### src/slbr_pkg.sv
// Shared constants and helper functions for the shuffled Lehmer bounded random generator.
package slbr_pkg;

	localparam int TABLE_ENTRIES = 32;
	localparam int IDX_W         = $clog2(TABLE_ENTRIES);
	localparam int WARM_STEPS    = TABLE_ENTRIES + 8;
	localparam int CNT_W         = $clog2(WARM_STEPS);

	localparam int WORD_W   = 32;
	localparam int WCNT_W   = $clog2(WORD_W);
	localparam int PROD_W   = 47;

	localparam logic [14:0] LEH_A     = 15'd16807;
	localparam logic [31:0] LEH_M     = 32'h7FFF_FFFF;
	localparam logic [30:0] DRAW_MAX  = 31'h7FFF_FFFF;
	localparam int          SEED_BIAS = 22261048;
	localparam int          SEED_EDGE = 1000;
	localparam int          SLOT_DIV  = 1 + (2147483647 - 1) / TABLE_ENTRIES;

	// Seed transform applied on a write and on first use.
	function automatic logic [31:0] seed_load(input logic [31:0] seed);
		logic signed [31:0] s;
		s = $signed(seed);
		if (s == 32'sd0)
			s = 32'sd1;
		if (s > 32'(SEED_EDGE))
			s = -s;
		else if (s > -32'(SEED_EDGE))
			s = s - 32'(SEED_BIAS);
		return s;
	endfunction

	// Reduce 16807 * x modulo 2^31 - 1 by folding the bits above bit 30 back in.
	function automatic logic [30:0] lehmer_fold(input logic [PROD_W-1:0] p);
		logic [31:0] sum;
		sum = {1'b0, p[30:0]} + 32'(p[PROD_W-1:31]);
		if (sum >= LEH_M)
			sum = sum - LEH_M;
		return sum[30:0];
	endfunction

	// Slot picked by the previous output; clamped although it cannot overrun.
	function automatic logic [IDX_W-1:0] slot_index(input logic [30:0] so);
		logic [30:0] q;
		q = 31'(so / SLOT_DIV);
		if (q >= 31'(TABLE_ENTRIES))
			return IDX_W'(TABLE_ENTRIES - 1);
		return q[IDX_W-1:0];
	endfunction

endpackage

### src/slbr_rem.sv
// Iterative restoring remainder unit, one quotient bit per cycle.
module slbr_rem (
	input  logic                         clk,
	input  logic                         arst_n,
	input  logic                         start,
	input  logic [slbr_pkg::WORD_W-1:0]  dividend,
	input  logic [slbr_pkg::WORD_W-1:0]  divisor,
	output logic                         done,
	output logic [slbr_pkg::WORD_W-1:0]  remainder
);

	logic                          busy_q;
	logic                          done_q;
	logic [slbr_pkg::WCNT_W-1:0]   cnt_q;
	logic [slbr_pkg::WORD_W-1:0]   dvd_q;
	logic [slbr_pkg::WORD_W-1:0]   dsr_q;
	logic [slbr_pkg::WORD_W-1:0]   rem_q;
	logic [slbr_pkg::WORD_W-1:0]   trial;
	logic [slbr_pkg::WORD_W:0]     diff;

	// remainder stays below the divisor (at most 2^31), so its top bit is free
	assign trial = {rem_q[slbr_pkg::WORD_W-2:0], dvd_q[slbr_pkg::WORD_W-1]};
	assign diff  = {1'b0, trial} - {1'b0, dsr_q};

	always_ff @(posedge clk or negedge arst_n) begin
		if (!arst_n) begin
			busy_q <= 1'b0;
			done_q <= 1'b0;
			cnt_q  <= '0;
			dvd_q  <= '0;
			dsr_q  <= '0;
			rem_q  <= '0;
		end else begin
			done_q <= 1'b0;
			if (start) begin
				busy_q <= 1'b1;
				cnt_q  <= '0;
				dvd_q  <= dividend;
				dsr_q  <= divisor;
				rem_q  <= '0;
			end else if (busy_q) begin
				dvd_q <= dvd_q << 1;
				rem_q <= diff[slbr_pkg::WORD_W] ? trial : diff[slbr_pkg::WORD_W-1:0];
				cnt_q <= cnt_q + 1'b1;
				if (cnt_q == slbr_pkg::WCNT_W'(slbr_pkg::WORD_W - 1)) begin
					busy_q <= 1'b0;
					done_q <= 1'b1;
				end
			end
		end
	end

	assign done      = done_q;
	assign remainder = rem_q;

endmodule

### src/shuffled_lcg_bounded_random.sv
// Top level of the shuffled Lehmer bounded random generator.
//
// Usage:
//  - Request channel (in_valid/in_ready, range_low, range_high): one item per
//    request, giving an inclusive signed range. Result channel (out_valid/
//    out_ready, value): one item per request, a uniform integer in the range,
//    or range_low when the range is empty or wider than 2^31 values.
//  - cfg_wen/cfg_wdata writes the seed; it is transformed and loaded into the
//    generator at once. Write only while no request is in flight.
//  - One request at a time; in_ready is high only when idle, from the cycle after posting.
//  - After a request is taken, an invalid range goes straight to posting. A valid
//    range computes the rejection bound, makes draws until one is accepted,
//    reduces that draw and posts the result. A table refill adds 40 generator
//    steps, each a multiply and then a fold. The bound and the reduction each
//    run the 32-step remainder unit, with a registered start and a waiting state.
//  - If the receiver stalls, the finished result waits in its state and then
//    in the output register; a new request may be taken while the last
//    result is still unread.
//  - Reset: seed 1, generator unseeded, no result pending. The shuffle table
//    is not cleared; it is always refilled before it is read.
module shuffled_lcg_bounded_random (
	input  logic        clk,
	input  logic        arst_n,
	input  logic        cfg_wen,
	input  logic [31:0] cfg_wdata,
	input  logic        in_valid,
	output logic        in_ready,
	input  logic [31:0] range_low,
	input  logic [31:0] range_high,
	output logic        out_valid,
	input  logic        out_ready,
	output logic [31:0] value
);

	typedef enum logic [3:0] {
		ST_IDLE,
		ST_MAXOK,
		ST_CHK,
		ST_WARM_MUL,
		ST_WARM_FOLD,
		ST_STEP_MUL,
		ST_STEP_FOLD,
		ST_REJ,
		ST_RES,
		ST_DONE
	} state_t;

	state_t                         state_q;
	logic [31:0]                    seed_q;
	logic [31:0]                    generator_q;
	logic [30:0]                    shuffle_out_q;
	logic [31:0]                    lo_q;
	logic [31:0]                    size_q;
	logic [30:0]                    max_ok_q;
	logic [31:0]                    res_q;
	logic [slbr_pkg::CNT_W-1:0]     cnt_q;
	logic [slbr_pkg::IDX_W-1:0]     j_q;
	logic [slbr_pkg::PROD_W-1:0]    prod_q;
	logic                           rem_start_q;
	logic [31:0]                    rem_dvd_q;
	logic                           out_valid_q;
	logic [31:0]                    value_q;

	logic [31:0]                    span;
	logic signed [32:0]             neg_gen;
	logic [31:0]                    warm_start;
	logic [30:0]                    gen_next;
	logic                           rem_done;
	logic [31:0]                    rem_remainder;

	// shuffle table, read with registered data
	logic [30:0]                    shuf_mem [slbr_pkg::TABLE_ENTRIES];
	logic [30:0]                    rd_q;
	logic                           mem_we;
	logic [slbr_pkg::IDX_W-1:0]     mem_waddr;
	logic [slbr_pkg::IDX_W-1:0]     mem_raddr;

	// range check: bit 31 of hi - lo set means size 0 or above 2^31
	assign span = range_high - range_low;

	// warm-up starts from max(1, -generator); 2^31 is carried as unsigned
	assign neg_gen    = -$signed({generator_q[31], generator_q});
	assign warm_start = (neg_gen < 33'sd1) ? 32'd1 : neg_gen[31:0];

	assign gen_next  = slbr_pkg::lehmer_fold(prod_q);
	assign mem_raddr = slbr_pkg::slot_index(shuffle_out_q);

	always_comb begin
		mem_we    = 1'b0;
		mem_waddr = j_q;
		case (state_q)
			ST_WARM_FOLD: begin
				// first eight warm-up steps are thrown away
				mem_we    = cnt_q < slbr_pkg::CNT_W'(slbr_pkg::TABLE_ENTRIES);
				mem_waddr = cnt_q[slbr_pkg::IDX_W-1:0];
			end
			ST_STEP_FOLD: begin
				mem_we = 1'b1;
			end
			default: begin
				mem_we = 1'b0;
			end
		endcase
	end

	always_ff @(posedge clk) begin
		if (mem_we)
			shuf_mem[mem_waddr] <= gen_next;
		rd_q <= shuf_mem[mem_raddr];
	end

	// Shared remainder unit: 2^31 mod size for the bound, then draw mod size.
	slbr_rem u_rem (
		.clk       (clk),
		.arst_n    (arst_n),
		.start     (rem_start_q),
		.dividend  (rem_dvd_q),
		.divisor   (size_q),
		.done      (rem_done),
		.remainder (rem_remainder)
	);

	always_ff @(posedge clk or negedge arst_n) begin
		if (!arst_n) begin
			state_q       <= ST_IDLE;
			seed_q        <= 32'd1;
			generator_q   <= '0;
			shuffle_out_q <= '0;
			lo_q          <= '0;
			size_q        <= '0;
			max_ok_q      <= '0;
			res_q         <= '0;
			cnt_q         <= '0;
			j_q           <= '0;
			prod_q        <= '0;
			rem_start_q   <= 1'b0;
			rem_dvd_q     <= '0;
			out_valid_q   <= 1'b0;
			value_q       <= '0;
		end else begin
			rem_start_q <= 1'b0;
			if (out_valid_q && out_ready)
				out_valid_q <= 1'b0;
			if (cfg_wen) begin
				seed_q      <= cfg_wdata;
				generator_q <= slbr_pkg::seed_load(cfg_wdata);
			end
			case (state_q)
				ST_IDLE: begin
					if (in_valid) begin
						lo_q   <= range_low;
						size_q <= span + 32'd1;
						// first use seeds the generator, even for a bad range
						if (generator_q == '0)
							generator_q <= slbr_pkg::seed_load(seed_q);
						if (span[31]) begin
							res_q   <= range_low;
							state_q <= ST_DONE;
						end else begin
							rem_dvd_q   <= 32'h8000_0000;
							rem_start_q <= 1'b1;
							state_q     <= ST_MAXOK;
						end
					end
				end
				ST_MAXOK: begin
					if (rem_done) begin
						max_ok_q <= slbr_pkg::DRAW_MAX - rem_remainder[30:0];
						state_q  <= ST_CHK;
					end
				end
				ST_CHK: begin
					if ($signed(generator_q) <= 32'sd0 || shuffle_out_q == '0) begin
						generator_q <= warm_start;
						cnt_q       <= slbr_pkg::CNT_W'(slbr_pkg::WARM_STEPS - 1);
						state_q     <= ST_WARM_MUL;
					end else begin
						state_q <= ST_STEP_MUL;
					end
				end
				ST_WARM_MUL: begin
					prod_q  <= slbr_pkg::PROD_W'(generator_q) * slbr_pkg::PROD_W'(slbr_pkg::LEH_A);
					state_q <= ST_WARM_FOLD;
				end
				ST_WARM_FOLD: begin
					generator_q <= {1'b0, gen_next};
					if (cnt_q == '0) begin
						// last value written is also slot 0
						shuffle_out_q <= gen_next;
						state_q       <= ST_STEP_MUL;
					end else begin
						cnt_q   <= cnt_q - 1'b1;
						state_q <= ST_WARM_MUL;
					end
				end
				ST_STEP_MUL: begin
					prod_q  <= slbr_pkg::PROD_W'(generator_q) * slbr_pkg::PROD_W'(slbr_pkg::LEH_A);
					j_q     <= mem_raddr;
					state_q <= ST_STEP_FOLD;
				end
				ST_STEP_FOLD: begin
					// old slot content goes out, fresh generator value goes in
					generator_q   <= {1'b0, gen_next};
					shuffle_out_q <= rd_q;
					state_q       <= ST_REJ;
				end
				ST_REJ: begin
					if (shuffle_out_q > max_ok_q) begin
						state_q <= ST_CHK;
					end else begin
						rem_dvd_q   <= {1'b0, shuffle_out_q};
						rem_start_q <= 1'b1;
						state_q     <= ST_RES;
					end
				end
				ST_RES: begin
					if (rem_done) begin
						res_q   <= lo_q + rem_remainder;
						state_q <= ST_DONE;
					end
				end
				ST_DONE: begin
					if (!out_valid_q || out_ready) begin
						out_valid_q <= 1'b1;
						value_q     <= res_q;
						state_q     <= ST_IDLE;
					end
				end
				default: begin
					state_q <= ST_IDLE;
				end
			endcase
		end
	end

	assign in_ready  = (state_q == ST_IDLE);
	assign out_valid = out_valid_q;
	assign value     = value_q;

`ifndef SYNTH
	// an accepted request always leaves the idle state
	a_accept_busy: assert property (@(posedge clk) disable iff (!arst_n)
		in_valid && in_ready |=> state_q != ST_IDLE)
		else $error("request accepted but sequencer stayed idle");

	// remainder unit only reports while the sequencer waits for it
	a_rem_owner: assert property (@(posedge clk) disable iff (!arst_n)
		rem_done |-> (state_q == ST_MAXOK || state_q == ST_RES))
		else $error("remainder result outside a waiting state");

	// remainder is always below the range size
	a_rem_bound: assert property (@(posedge clk) disable iff (!arst_n)
		rem_done |-> rem_remainder < size_q)
		else $error("remainder not below range size");

	// a generator step always lands below the modulus
	a_gen_bound: assert property (@(posedge clk) disable iff (!arst_n)
		state_q == ST_STEP_FOLD |=> generator_q < slbr_pkg::LEH_M)
		else $error("generator out of range after step");
`endif

endmodule
### config.mk
export PLATFORM = sky130hd
export DESIGN_NAME = shuffled_lcg_bounded_random
export DESIGN_NICKNAME = d
export VERILOG_FILES = /design/src/slbr_pkg.sv /design/src/slbr_rem.sv /design/src/shuffled_lcg_bounded_random.sv
export SDC_FILE = /design/constraint.sdc
export NUM_CORES = 2
export LEC_CHECK = 0
export BUFFER_PORTS_ARGS = -buffer_cell sky130_fd_sc_hd__buf_4
export CAP_MARGIN = 20
export CORE_AREA = 2 2 503 505
export CTS_CLUSTER_DIAMETER = 120
export DETAILED_ROUTE_END_ITERATION = 10
export DIE_AREA = 0 0 505 507
export PLACE_DENSITY = 0.5
export RECOVER_POWER = 100
export SYNTH_ARGS = -nofsm -noshare
export SYNTH_HDL_FRONTEND = slang
export SYNTH_SLANG_ARGS = --single-unit
### constraint.sdc
create_clock -name clk -period 8.2 [get_ports clk]
set_input_delay 2.05 -clock clk [delete_from_list [all_inputs] [get_ports clk]]
set_output_delay 2.05 -clock clk [all_outputs]
set_load 0.05 [all_outputs]
==> reports/metrics.yaml <==
outcome:
  status: "finished, violations left"
  violations: "capacitance limit, slew limit"
floorplan:
  ioPinCount: 135
  fp.dieW_um: 505
  die_h_um: 507
  start_util_pct: 30.8
  core_area_mm2: 0.250
  dieArea_mm2: 0.256
  num_rows: 184
yosys:
  synth.avg_cell_area_um2: 13.0
  yosys_register_bits: 1476
  synthArstFlopShare_pct: 30.7
  synthFlopType: "edfxtp_1"
  netlist_area_mm2: 0.0772
  yosys_warnings: 0
  syn-num-nets: 6579
  synthDistinctLibCells: 101
  syn_inst: 5959
  synth_seq_area_share_pct: 54.1
  synth_edf_count: 992
cts:
  tritoncts: "done"
  cts-root-buf: "clkbuf_16"
  cts_buffer_depth: 3
  clk_pin_slew_ps: 60
  cts_hold_buf: 0
  cts.sink_count: 1476
  cts_setup_buffers: 0
  clk_latency_ps: 830
  cts_max_level: 4
  cts-resized-gates: 0
  cts_inserted_buffers: 164
global_route:
  grt-ovfl-total: 0
  antenna_found_initial: 6
  track_usage_pct: 17.9
  grt_max_degree: 160
  grt_pass1_wl_um: 344000
  grt_pass1_vias: 50100
place:
  post-dp-hpwl_um: 154000
  gp_congestion: 0.894
  place_area_mm2: 0.0827
  port_buffers: 134
timing:
  tns_ps: 0
  max_slew_margin_pct: -209
  slew_viol_final: 2142
  finalHoldViolCount: 0
  period_share_pct: 88.8
  skew_ps: 44.0
  setup_viol: 0
  worstMarginPinSlew_ps: 4640
  rsz0062_at_grt: "no"
  fmax_mhz: 137
  period_needed_ps: 7280
routing:
  wl_per_cell_um: 24.2
  wl_met2_um: 106000
  ant_nets: 0
  firstDrtPassIters: 6
  routed_via_density: 5.22
  drc: 0
  maxUsedRoutingLayer: "met4"
  met3WireLength_um: 12800
  met1_length_um: 107000
  drt-total-wl_um: 232000
  vias: 50100
  drtIter0Drc: 4816
worst_setup_path:
  crit_type: "register to register"
  critical_path_arrival_ps: 7660
  crit_required_ps: 8580
  max_stage_delay_ps: 1530
  critical_path.startpoint_type: "register"
  crit_path_top_delay_cell: "nor4_1"
  crit_chain: "ha_1 > nand3_1 > nor2_1 > a2111oi_0 > o21bai_1 > nand2_1 > xor2_1 > buf_4 > nor4_1 > nand3_1 > nand2_1 > inv_1"
  end_kind: "register"
  crit_fanout: 32
final_layout:
  syn2layout_area_growth_pct: 13.1
  mostFrequentLayoutCell: "edfxtp_1"
  stdcell_area_mm2: 0.0874
  final_cell_mix: "edfxtp_1, inv_1, dfrtp_1"
  nets: 6730
  drive_above_1_share_pct: 13.7
hold_path:
  hp-class: "register to register"
run:
  max_cap_violations: 66
-- logic make-up (layout without fill, tap and decap cells) --
kind of cell | after synthesis | in the layout | synth area share [%]
compound gates | 1137 | 1137 | 9.55
xor+xnor | 262 | 262 | 2.98
fa+ha+maj | 519 | 519 | 9.79
buf+inv | 751 | 1039 | 3.72
flops | 1476 | 1476 | 54.1
mux | 495 | 495 | 11.6
other cells | 0 | 3 | 0
simple gates | 1319 | 1319 | 8.30
-- cell usage after synthesis (90+ instances only) --
| library cell | instances | share of area [%] |
|---|---|---|
| fa_1 | 142 | 3.7 |
| mux4_2 | 310 | 9.0 |
| inv_1 | 483 | 2.3 |
| mux2_2 | 104 | 1.5 |
| nor3_1 | 107 | 0.69 |
| xor2_1 | 107 | 1.2 |
| nand3_1 | 106 | 0.69 |
| edfxtp_1 | 992 | 39 |
| xnor2_1 | 154 | 1.7 |
| nor2_1 | 297 | 1.4 |
| ha_1 | 377 | 6.1 |
| a21oi_1 | 218 | 1.4 |
| a21o_1 | 90 | 0.87 |
| dfrtp_1 | 452 | 15 |
| clkbuf_1 | 206 | 1.0 |
| o21ai_0 | 350 | 2.3 |
| nand2_1 | 434 | 2.1 |
-- sequential cells by signal (all words and copies together) (netlist names), 6 cells and up --
name	count
u_rem.remainder	32
size_q	32
shuf_mem	992
seed_q	32
lo_q	32
prod_q	47
rem_dvd_q	32
shuffle_out_q	31
max_ok_q	31
rd_q	31
generator_q	32
res_q	32
cnt_q	6
u_rem.dsr_q	32
value	32
u_rem.dvd_q	32
-- through the flow --
| stage | util (%) | hold WS [ps] | std cells | worst slack (ps) |
|---|---|---|---|---|
| after detailed placement | 33.0 | 459 | 9281 | 1200 |
| final | 34.9 | 455 | 9598 | 920 |
| after global routing | 34.9 | 485 | 9595 | 455 |
| after CTS | 35.1 | 448 | 9584 | 1160 |
| after global placement | 33.0 | 453 | 9277 | 1290 |
| after floorplan | - | 439 | 5959 | 2130 |
-- cell type report --
type                            count  area (um2)
Fill cell                       24600      163000
Sequential cell                  1476       41800
Multi-Input combinational cell   3732       32700
Clock buffer                      244        4640
Tap cell                         3348        4190
Inverter                          484        1820
Timing Repair Buffer              252        1520
Clock inverter                     59         718
Antenna cell                        3        7.51
-- worst max-delay path, delay by kind of cell, from the launching register on --
family                     cells  cell delay (ps)
and+or+nand+nor                6             3860
xor gates and xnor gates       1              180
AOI/OAI and AO/OA              2              980
DFF                            1              480
buffers and inverters          2              820
adders and majority gates      1              490
-- routing by layer --
metal / up-vias / GRT usage (%)
met3: 287 / 2.68
li1: 22600 / -
met5: - / 0
met1: 25800 / 25.8
met4: 0 / 4.59
met2: 1437 / 28.2
-- path summary, 6_finish.rpt --
| path | start | cells after the start | slack, ps | endpoint |
|---|---|---|---|---|
| min in group asynchronous | arst_n | 1 | 2900 | generator_q[31] |
| worst max register to register | prod_q[38] | 12 | 920 | shuf_mem[5][20] |
| worst min register to register | rem_dvd_q[5] | 2 | 450 | u_rem.dvd_q[5] |
| worst min-delay path | rem_dvd_q[5] | 2 | 450 | u_rem.dvd_q[5] |
| worst max-delay path | prod_q[38] | 12 | 920 | shuf_mem[5][20] |
| max in group asynchronous | arst_n | 2 | 1510 | value[25] |
Power is left out: the tool's default activity adds up to more than one toggle a clock period on the data nets, which glitch-free logic cannot reach.
